===== src/hdl/sap_pkg.sv =====
// Package: shared types and constants for the shelf atlas packer.
`timescale 1ns / 1ps
package sap_pkg;

    localparam int MAX_ROWS_DEF = 64;
    localparam int MAX_SIDE_DEF = 4096;
    localparam int CW = 17;

    localparam logic [1:0] ST_PLACED = 2'd0;
    localparam logic [1:0] ST_FULL   = 2'd1;
    localparam logic [1:0] ST_SIDE   = 2'd2;

    typedef struct packed {
        logic        start_new;
        logic [15:0] item_tag;
        logic [12:0] item_width;
        logic [12:0] item_height;
        logic [10:0] pad_x;
        logic [10:0] pad_y;
    } in_word_t;

    typedef struct packed {
        logic [15:0] out_tag;
        logic [11:0] out_x;
        logic [11:0] out_y;
        logic [12:0] out_w;
        logic [12:0] out_h;
        logic [12:0] atlas_side;
        logic [1:0]  status;
    } out_word_t;

    typedef struct packed {
        logic [CW-1:0] x;
        logic [CW-1:0] y;
        logic [CW-1:0] w;
        logic [CW-1:0] h;
        logic [CW-1:0] last_h;
    } row_t;

    typedef struct packed {
        logic load;
        logic scan_start;
        logic scan_step;
        logic place_row;
        logic shift_step;
        logic write_sub;
        logic new_shelf;
        logic grow;
        logic finish;
        logic [1:0] fin_status;
    } cmd_t;

    typedef struct packed {
        logic scan_end;
        logic hit;
        logic split;
        logic full;
        logic shift_done;
        logic shelf_fits;
        logic grow_ok;
    } sts_t;

endpackage


===== src/hdl/sap_ctrl.sv =====
// Controller: sequences scan, insert shift, shelf open and growth.
`timescale 1ns / 1ps
module sap_ctrl
    import sap_pkg::*;
(
    input  logic clk,
    input  logic rst_n,
    input  logic in_valid,
    output logic in_stall,
    output logic out_valid,
    input  logic out_stall,
    output cmd_t cmd,
    input  sts_t sts
);

    localparam logic [2:0] S_IDLE  = 3'd0;
    localparam logic [2:0] S_START = 3'd1;
    localparam logic [2:0] S_READ  = 3'd2;
    localparam logic [2:0] S_TEST  = 3'd3;
    localparam logic [2:0] S_SHIFT = 3'd4;
    localparam logic [2:0] S_OUT   = 3'd5;

    logic [2:0] state_reg, state_next;
    logic       busy;

    assign busy      = (state_reg != S_IDLE) && (state_reg != S_OUT);
    assign in_stall  = busy || (state_reg == S_OUT && out_stall);
    assign out_valid = (state_reg == S_OUT);

    always_comb
    begin
        cmd = '0;
        state_next = state_reg;
        case (state_reg)
            S_IDLE, S_OUT:
            begin
                if (state_reg == S_OUT && out_stall)
                    state_next = S_OUT;
                else if (in_valid)
                begin
                    cmd.load = 1'b1;
                    state_next = S_START;
                end
                else
                    state_next = S_IDLE;
            end
            S_START:
            begin
                cmd.scan_start = 1'b1;
                state_next = S_READ;
            end
            S_READ:
                state_next = S_TEST;
            S_TEST:
            begin
                if (!sts.scan_end)
                begin
                    if (sts.hit)
                    begin
                        if (sts.split && sts.full)
                        begin
                            cmd.finish = 1'b1;
                            cmd.fin_status = ST_FULL;
                            state_next = S_OUT;
                        end
                        else
                        begin
                            cmd.place_row = 1'b1;
                            state_next = sts.split ? S_SHIFT : S_OUT;
                            if (!sts.split)
                            begin
                                cmd.finish = 1'b1;
                                cmd.fin_status = ST_PLACED;
                            end
                        end
                    end
                    else
                    begin
                        cmd.scan_step = 1'b1;
                        state_next = S_READ;
                    end
                end
                else if (sts.shelf_fits)
                begin
                    cmd.finish = 1'b1;
                    state_next = S_OUT;
                    if (sts.full)
                        cmd.fin_status = ST_FULL;
                    else
                    begin
                        cmd.new_shelf = 1'b1;
                        cmd.fin_status = ST_PLACED;
                    end
                end
                else if (sts.grow_ok)
                begin
                    cmd.grow = 1'b1;
                    cmd.scan_start = 1'b1;
                    state_next = S_READ;
                end
                else
                begin
                    cmd.finish = 1'b1;
                    cmd.fin_status = ST_SIDE;
                    state_next = S_OUT;
                end
            end
            S_SHIFT:
            begin
                if (sts.shift_done)
                begin
                    cmd.write_sub = 1'b1;
                    cmd.finish = 1'b1;
                    cmd.fin_status = ST_PLACED;
                    state_next = S_OUT;
                end
                else
                    cmd.shift_step = 1'b1;
            end
            default:
                state_next = S_IDLE;
        endcase
    end

    always_ff @(posedge clk or negedge rst_n)
    begin
        if (!rst_n)
            state_reg <= S_IDLE;
        else
            state_reg <= state_next;
    end

endmodule


===== config.mk =====
export PLATFORM = sky130hd
export DESIGN_NAME = sap_ctrl
export DESIGN_NICKNAME = d
export VERILOG_FILES = /design/src/hdl/sap_pkg.sv /design/src/hdl/sap_ctrl.sv
export SDC_FILE = /design/constraint.sdc
export NUM_CORES = 1
export LEC_CHECK = 0
export BUFFER_PORTS_ARGS = -buffer_cell sky130_fd_sc_hd__buf_4
export CAP_MARGIN = 40
export CORE_AREA = 2 2 39 41
export DETAILED_ROUTE_END_ITERATION = 10
export DIE_AREA = 0 0 41 43
export SKIP_CTS_REPAIR_TIMING = 1
export SLEW_MARGIN = 40
export SYNTH_ARGS = -nofsm -noshare
export SYNTH_HDL_FRONTEND = slang
export SYNTH_SLANG_ARGS = --single-unit
export TNS_END_PERCENT = 50

===== constraint.sdc =====
create_clock -name clk -period 2.17 [get_ports clk]
set_input_delay 0.217 -clock clk [delete_from_list [all_inputs] [get_ports clk]]
set_output_delay 0.217 -clock clk [all_outputs]
set_load 0.05 [all_outputs]

==> results.txt, run 1 <==
----------------------------------------------------
[Outcome]
  Run status ... finished clean

[Clock network]
  Clock net sink count ... 3
  Clk slew on worst S/H paths ... 0.04 ns
  TritonCTS buffer count ... 3
  Clock buffer depth ... 2
  Library cell used as clock root buffer ... sky130_fd_sc_hd__clkbuf_4
  Clock latency on the worst-skew pair ... 0.23 ns
  TritonCTS clock tree ... done
  # H-tree levels ... 1

[Final layout]
  Fin util ... 44.4%
  Fill count ... 150
  Inserted Diodes ... 0
  Commonest non-fill, non-tap cells in the layout ... sky130_fd_sc_hd__buf_4 (23), sky130_fd_sc_hd__nor2_1 (5), sky130_fd_sc_hd__nand2_1 (4)
  Number of flip-flops in the largest register ... 3
  Area grow syn2layout ... 46.6%
  Most frequent standard cell in the layout excluding fill and tap cells ... sky130_fd_sc_hd__buf_4
  Final Instance Count excl. Fillers ... 89
  Layout Nets ... 85
  Proportion of layout cells with a drive suffix above 1 ... 52.1%
  Final instance area ... 614 µm²
  Area taken by multi-input logic gates ... 300 µm²
  Register area ... 75.1 µm²

[Die]
  Height of the die ... 43 µm
  I/O pin count ... 24
  Standard cell core area ... 1380 µm²
  Horizontal die dimension ... 41 µm
  Full die area ... 1760 µm²
  Row count ... 14
  Starting Density ... 30.3%

[Detailed routing]
  Post-route antenna net violation count ... 0
  Residual DRC count ... 0
  WL/cell ... 10.4 µm
  Via count ... 433
  Count of routing violations after the opening detailed-route iteration ... 4
  Final routed wirelength across all metal layers ... 927 µm
  Drt first pass iters ... 4
  Post-DR vias/cell ... 4.87

[Logic synthesis]
  Synth warn ... 0
  Synth Area in Adders ... 0%
  Fraction of the yosys area taken by sequential cells ... 17.9%
  Nets in the synthesized netlist ... 59
  Number of instances in the synthesized netlist ... 48
  Mean Syn Cell Area ... 8.73 µm²
  Number of synthesized register bits ... 3
  XOR/XNOR share of the synthesized area ... 0%
  Fraction of the mapped netlist area in compound gates ... 24.5%
  Combinational family with the most area after synthesis ... simple AND/OR/NAND/NOR gates
  Cell variety after synth ... 30
  Simple-Gate Fraction of Synth Area ... 47.2%
  Mapped Area ... 419 µm²
  Multiplexer share of the synthesized area ... 0%

[Run]
  Max cap viols ... 0

[Global route]
  Overall routing resource usage ... 11.3%
  Via count of the first global-routing pass ... 333
  First-pass GRT wire length ... 1410 µm
  Antenna violations before repair ... 0
  Pin count of the biggest net entering global routing ... 13
  Total gr overflow ... 0

[Worst setup path]
  Endpoint of the worst-slack reg-to-reg timing path ... state_reg[0]
  Beginning of the critical path ... state_reg[1]
  Crit path max-delay cell type ... sky130_fd_sc_hd__dfrtp_1
  CP required ... 1.95 ns
  Endpoint kind of the worst setup timing path ... output pin
  Reg2Reg Depth ... 3
  Startpoint of the lowest-slack register-to-register path ... state_reg[1]
  Reg2Reg Setup Slack ... 0.99 ns
  Ordered cell list for the critical path ... nand3_2 > a2111oi_4 > buf_4
  Crit path kind ... reg -> out
  Crit Path Max Fanout ... 12
  Data arrival time of the worst path ... 1.62 ns
  Startpoint type of the worst setup path ... flip-flop
  Worst path max stage delay ... 0.62 ns

[Timing]
  FMAX ... 543 MHz
  Normalized max-slew margin ... 68.5%
  Clock period minus worst slack ... 1.84 ns
  RSZ-0062 raised after global routing ... false
  Final Hold Violating Endpoints ... 0
  Worst slew pin tran ... 0.473 ns
  Post-route clock period utilization ... 84.8%
  Setup Total Neg Slack ... 0 ns
  Max-slew violation count ... 0
  Worst setup margin ... 0.329 ns
  Largest clock skew in the final design ... 0.00331 ns
  Endpoints failing setup ... 0

[Placed design]
  Final estimated routing congestion in global placement ... 0.690
  DP HPWL ... 753 µm
  Post-Place Cell Area ... 578 µm²
  Setup slack after placement ... 0.566 ns
  Count of buffers inserted at the top-level ports ... 23
  Number of placed cells counting well taps ... 84

[Hold path]
  Type of the most critical hold path ... in -> async

[Power and ir drop]
  Leakage power of the design ... 0.283 nW
  Largest voltage drop on the vdd net ... 0.483 mV
  Areal power density over the cells ... 1180 nW/µm²

----------------------------------------------------
## stage by stage
stage	hold WS, ns	power, W
after floorplan	-0.0786	0.000546
after global placement	0.00840	0.000627
after CTS	-0.240	0.000731
final	0.313	0.000723
after detailed placement	0.00904	0.000630
after global routing	0.320	0.000778
## cell type report
class | instances | share of cell area (%)
Timing Repair Buffer | 24 | 29.7
Inverter | 2 | 1.63
Clock buffer | 4 | 4.28
Multi-Input combinational cell | 40 | 48.9
Sequential cell | 3 | 12.2
Tap cell | 16 | 3.26
## cell usage after synthesis (all sizes together)
| cell type | number | area [µm²] |
|---|---|---|
| and3 | 3 | 20.0 |
| nor3b | 2 | 20.0 |
| nor2 | 6 | 25.0 |
| a2bb2oi | 1 | 8.76 |
| a211oi | 1 | 12.5 |
| o32ai | 1 | 8.76 |
| nand2 | 6 | 32.5 |
| o21bai | 1 | 7.51 |
| a22oi | 1 | 12.5 |
| nor4 | 1 | 21.3 |
| and2b | 1 | 7.51 |
| nor2b | 1 | 6.26 |
| buf | 3 | 33.8 |
| dfrtp | 3 | 75.1 |
| and3b | 1 | 8.76 |
| nand3b | 1 | 7.51 |
| nand3 | 1 | 10.0 |
| nand2b | 3 | 18.8 |
| nor3 | 3 | 20.0 |
| a2111oi | 1 | 27.5 |
| inv | 2 | 10.0 |
| o21ai | 5 | 25.0 |
## cells by family (layout without fill, tap and decap cells)
group | count (synthesis) | after routing
AND/OR/NAND/NOR | 29 | 29
AO/OA/AOI/OAI | 11 | 11
buffers and inverters | 5 | 30
flip-flops | 3 | 3
## metal layers
layer	global-route usage [%]	part of all wire, %
met5	0	0
met4	0	0
met3	4.71	6.4
met2	16.3	46
met1	16.5	47
## worst max-delay path by stage
stage | endpoint | cells after the start
floorplan | cmd[8] | 3
global route | cmd[7] | 3
detailed placement | cmd[7] | 3
finish | cmd[7] | 3
global placement | cmd[7] | 3
CTS | cmd[7] | 3
## critical path: cells and delay by family, from the launching register on
| kind | cells | cell delay, ns |
|---|---|---|
| AND/OR/NAND/NOR | 1 | 0.23 |
| buffers and inverters | 1 | 0.24 |
| AO/OA/AOI/OAI | 1 | 0.30 |
| flip-flops | 1 | 0.62 |
## report_power, final
part / switching (W) / internal (W) / leakage [nW] / total (W)
clock network: 0.0000263 / 0.0000687 / 0.0150 / 0.0000950
logic: 0.000288 / 0.000170 / 0.231 / 0.000458
registers: 0.0000885 / 0.0000812 / 0.0370 / 0.000170
total: 0.000403 / 0.000319 / 0.283 / 0.000723
No activity file was read; power rests on OpenSTA's default activity.
==> run 2: changes to the inputs <==
--- a/config.mk
+++ b/config.mk
@@ -5,6 +5,7 @@
 export SDC_FILE = /design/constraint.sdc
 export NUM_CORES = 1
 export LEC_CHECK = 0
+export ABC_AREA = 1
 export BUFFER_PORTS_ARGS = -buffer_cell sky130_fd_sc_hd__buf_4
 export CAP_MARGIN = 40
 export CORE_AREA = 2 2 39 41
==> constraint.sdc (replaced) <==
create_clock -name clk -period 1.6 [get_ports clk]
set_input_delay 0.16 -clock clk [delete_from_list [all_inputs] [get_ports clk]]
set_output_delay 0.16 -clock clk [all_outputs]
set_load 0.05 [all_outputs]
==> run 2 against run 1 <==
Register-to-register slack lost 0.52 ns. Clock power grew 37%. Non-clock buffer count is the same. Largest cell class unchanged.
==> results.txt, run 2 <==
----------------------------------------------------
[Final layout]
  Fill count ... 159
  Area taken by multi-input logic gates ... 231 µm²
  Proportion of layout cells with a drive suffix above 1 ... 40.9%
  Inserted Diodes ... 0
  Number of flip-flops in the largest register ... 3
  Final Instance Count excl. Fillers ... 104
  Layout Nets ... 100
  Area grow syn2layout ... 66.9%
  Register area ... 76.3 µm²
  Most frequent standard cell in the layout excluding fill and tap cells ... sky130_fd_sc_hd__buf_4
  Final instance area ... 593 µm²
  Commonest non-fill, non-tap cells in the layout ... sky130_fd_sc_hd__buf_4 (23), sky130_fd_sc_hd__nand2_1 (14), sky130_fd_sc_hd__inv_1 (13)

[Outcome]
  Run status ... finished clean

[Logic synthesis]
  Cell types occupying the most area after synthesis ... sky130_fd_sc_hd__dfrtp_1 (21%), sky130_fd_sc_hd__nand2_1 (15%), sky130_fd_sc_hd__inv_1 (14%)
  Mean Syn Cell Area ... 5.73 µm²
  Cell accounting for the most synthesized area ... sky130_fd_sc_hd__dfrtp_1
  Area share of the largest cell type after synthesis ... 21.1%
  Top cells by instance count after synthesis ... sky130_fd_sc_hd__nand2_1 (14), sky130_fd_sc_hd__inv_1 (13), sky130_fd_sc_hd__nor2_1 (7)
  Cell variety after synth ... 17
  Most numerous cell in the Yosys netlist ... sky130_fd_sc_hd__nand2_1
  Number of instances in the synthesized netlist ... 62
  Nets in the synthesized netlist ... 73
  Number of synthesized register bits ... 3
  Ys async rst share ... 100%
  Fraction of the yosys area taken by sequential cells ... 21.1%
  Count of flip-flops with a built-in enable after synthesis ... 0
  Mapped Area ... 355 µm²
  Post-synth top flop ... sky130_fd_sc_hd__dfrtp_1
  Synth warn ... 0

[Clock network]
  Library cell used as clock root buffer ... sky130_fd_sc_hd__clkbuf_4
  Clock buffer depth ... 2
  Clk slew on worst S/H paths ... 0.04 ns
  TritonCTS clock tree ... done
  # H-tree levels ... 1
  Clock net sink count ... 3
  Clock latency on the worst-skew pair ... 0.23 ns
  TritonCTS buffer count ... 3

[Worst setup path]
  Startpoint type of the worst setup path ... flip-flop
  Crit path max-delay cell type ... sky130_fd_sc_hd__dfrtp_1
  CP required ... 1.44 ns
  Most repeated library cell on the critical path ... sky130_fd_sc_hd__nand2_1
  Worst path max stage delay ... 0.45 ns
  Reg2Reg Depth ... 6
  Reg2Reg Setup Slack ... 0.47 ns
  Data arrival time of the worst path ... 1.34 ns
  Ordered cell list for the critical path ... inv_2 > nand3_1 > nand2_1 > nand2_1 > nor2_2 > buf_4
  Endpoint kind of the worst setup timing path ... output pin
  Crit path kind ... reg -> out
  Crit Path Max Fanout ... 5
  Startpoint of the lowest-slack register-to-register path ... state_reg[0]
  Endpoint of the worst-slack reg-to-reg timing path ... state_reg[0]

[Die]
  Horizontal die dimension ... 41 µm
  I/O pin count ... 24
  Height of the die ... 43 µm
  Row count ... 14
  Starting Density ... 25.7%
  Standard cell core area ... 1380 µm²
  Full die area ... 1760 µm²

[Global route]
  Global-route met2 utilization ... 23.1%
  Antenna violations before repair ... 0
  Pin count of the biggest net entering global routing ... 10
  Total gr overflow ... 0
  GR Layer Usage met3 ... 3.14%
  Overall routing resource usage ... 13.4%
  Via count of the first global-routing pass ... 436
  Met1 GRT Util ... 14.1%
  Most crowded layer after global routing ... met2
  First-pass GRT wire length ... 1620 µm

[Power and ir drop]
  Areal power density over the cells ... 1870 nW/µm²
  Leakage power of the design ... 0.332 nW
  Largest voltage drop on the vdd net ... 0.536 mV

[Timing]
  Worst slew pin tran ... 0.293 ns
  Max-slew violation count ... 0
  Largest clock skew in the final design ... 0.000295 ns
  RSZ-0062 raised after global routing ... false
  Final Hold Violating Endpoints ... 0
  Post-route clock period utilization ... 93.6%
  Endpoints failing setup ... 0
  Setup Total Neg Slack ... 0 ns
  Clock period minus worst slack ... 1.50 ns
  FMAX ... 667 MHz
  Normalized max-slew margin ... 80.2%

[Placed design]
  Count of buffers inserted at the top-level ports ... 23
  Final estimated routing congestion in global placement ... 0.672
  Number of placed cells counting well taps ... 99
  DP HPWL ... 796 µm
  Post-Place Cell Area ... 553 µm²

[Detailed routing]
  WL/cell ... 9.87 µm
  Post-route antenna net violation count ... 0
  Post-DR vias/cell ... 4.57
  Via count ... 475
  Count of routing violations after the opening detailed-route iteration ... 2
  Drt first pass iters ... 4
  Residual DRC count ... 0
  Final routed wirelength across all metal layers ... 1030 µm

[Hold path]
  Type of the most critical hold path ... in -> async

[Run]
  Max cap viols ... 0

----------------------------------------------------
[run 2: cell count changes in the layout (fill, tap and decap cells not counted), moves of 2 or more]
cell                       delta
sky130_fd_sc_hd__o22ai_1      +2
sky130_fd_sc_hd__inv_2        +2
sky130_fd_sc_hd__inv_1       +12
sky130_fd_sc_hd__o21ai_1      -2
sky130_fd_sc_hd__and3_1       -2
sky130_fd_sc_hd__nor4_2       +3
sky130_fd_sc_hd__nand3_1      +5
sky130_fd_sc_hd__nand2_1     +10
sky130_fd_sc_hd__nand2b_1     -3
[run 2: area by class of cell]
cell class / instances / share of cell area, %
inverters: 15 / 9.49
well taps: 16 / 3.38
multi-input cells: 42 / 39.0
clock buffers: 4 / 4.43
flip-flops and latches: 3 / 12.9
repair buffers: 24 / 30.8
[run 2: how the worst max path moves through the flow]
stage,startpoint,end,cells past startpoint
finish,state_reg[1],cmd[10],6
global route,state_reg[1],cmd[10],6
CTS,state_reg[0],cmd[10],6
detailed placement,state_reg[0],cmd[10],6
global placement,state_reg[0],cmd[10],6
floorplan,state_reg[2],cmd[8],3
[run 2: critical path: cells and delay by family, from the launching register on]
family / cells / cell delay (ns)
buffers and inverters: 2 / 0.31
AND/OR/NAND/NOR: 4 / 0.35
flip-flops: 1 / 0.45
[run 2: cells by family after synthesis]
group / count (synthesis) / synth area share (%)
buf+inv: 17 / 20.4
flops: 3 / 21.1
simple gates: 34 / 45.8
compound gates: 8 / 12.7
[run 2: routing by layer]
| layer | routed length [µm] | up-vias |
|---|---|---|
| li1 | - | 251 |
| met1 | 410 | 209 |
| met2 | 551 | 15 |
| met3 | 64 | 0 |
| met4 | 0 | 0 |
| met5 | 0 | - |
[run 2: where the power goes]
group	switching (W)	internal (W)
Clock	0.0000366	0.0000933
Combinational	0.000542	0.000237
Sequential	0.0000810	0.000121
[run 2: through the flow]
step | hold WS (ns) | util, % | worst slack (ns) | total power [W]
4_1_cts | -0.296 | 41.9 | 0.0428 | 0.00111
3_3_place_gp | -0.0503 | 40.0 | 0.305 | 0.000959
3_5_place_dp | -0.0497 | 40.0 | 0.296 | 0.000965
5_1_grt | 0.278 | 42.9 | 0.00107 | 0.00118
6_report | 0.266 | 42.9 | 0.102 | 0.00111
2_1_floorplan | -0.136 | - | -0.256 | 0.000780
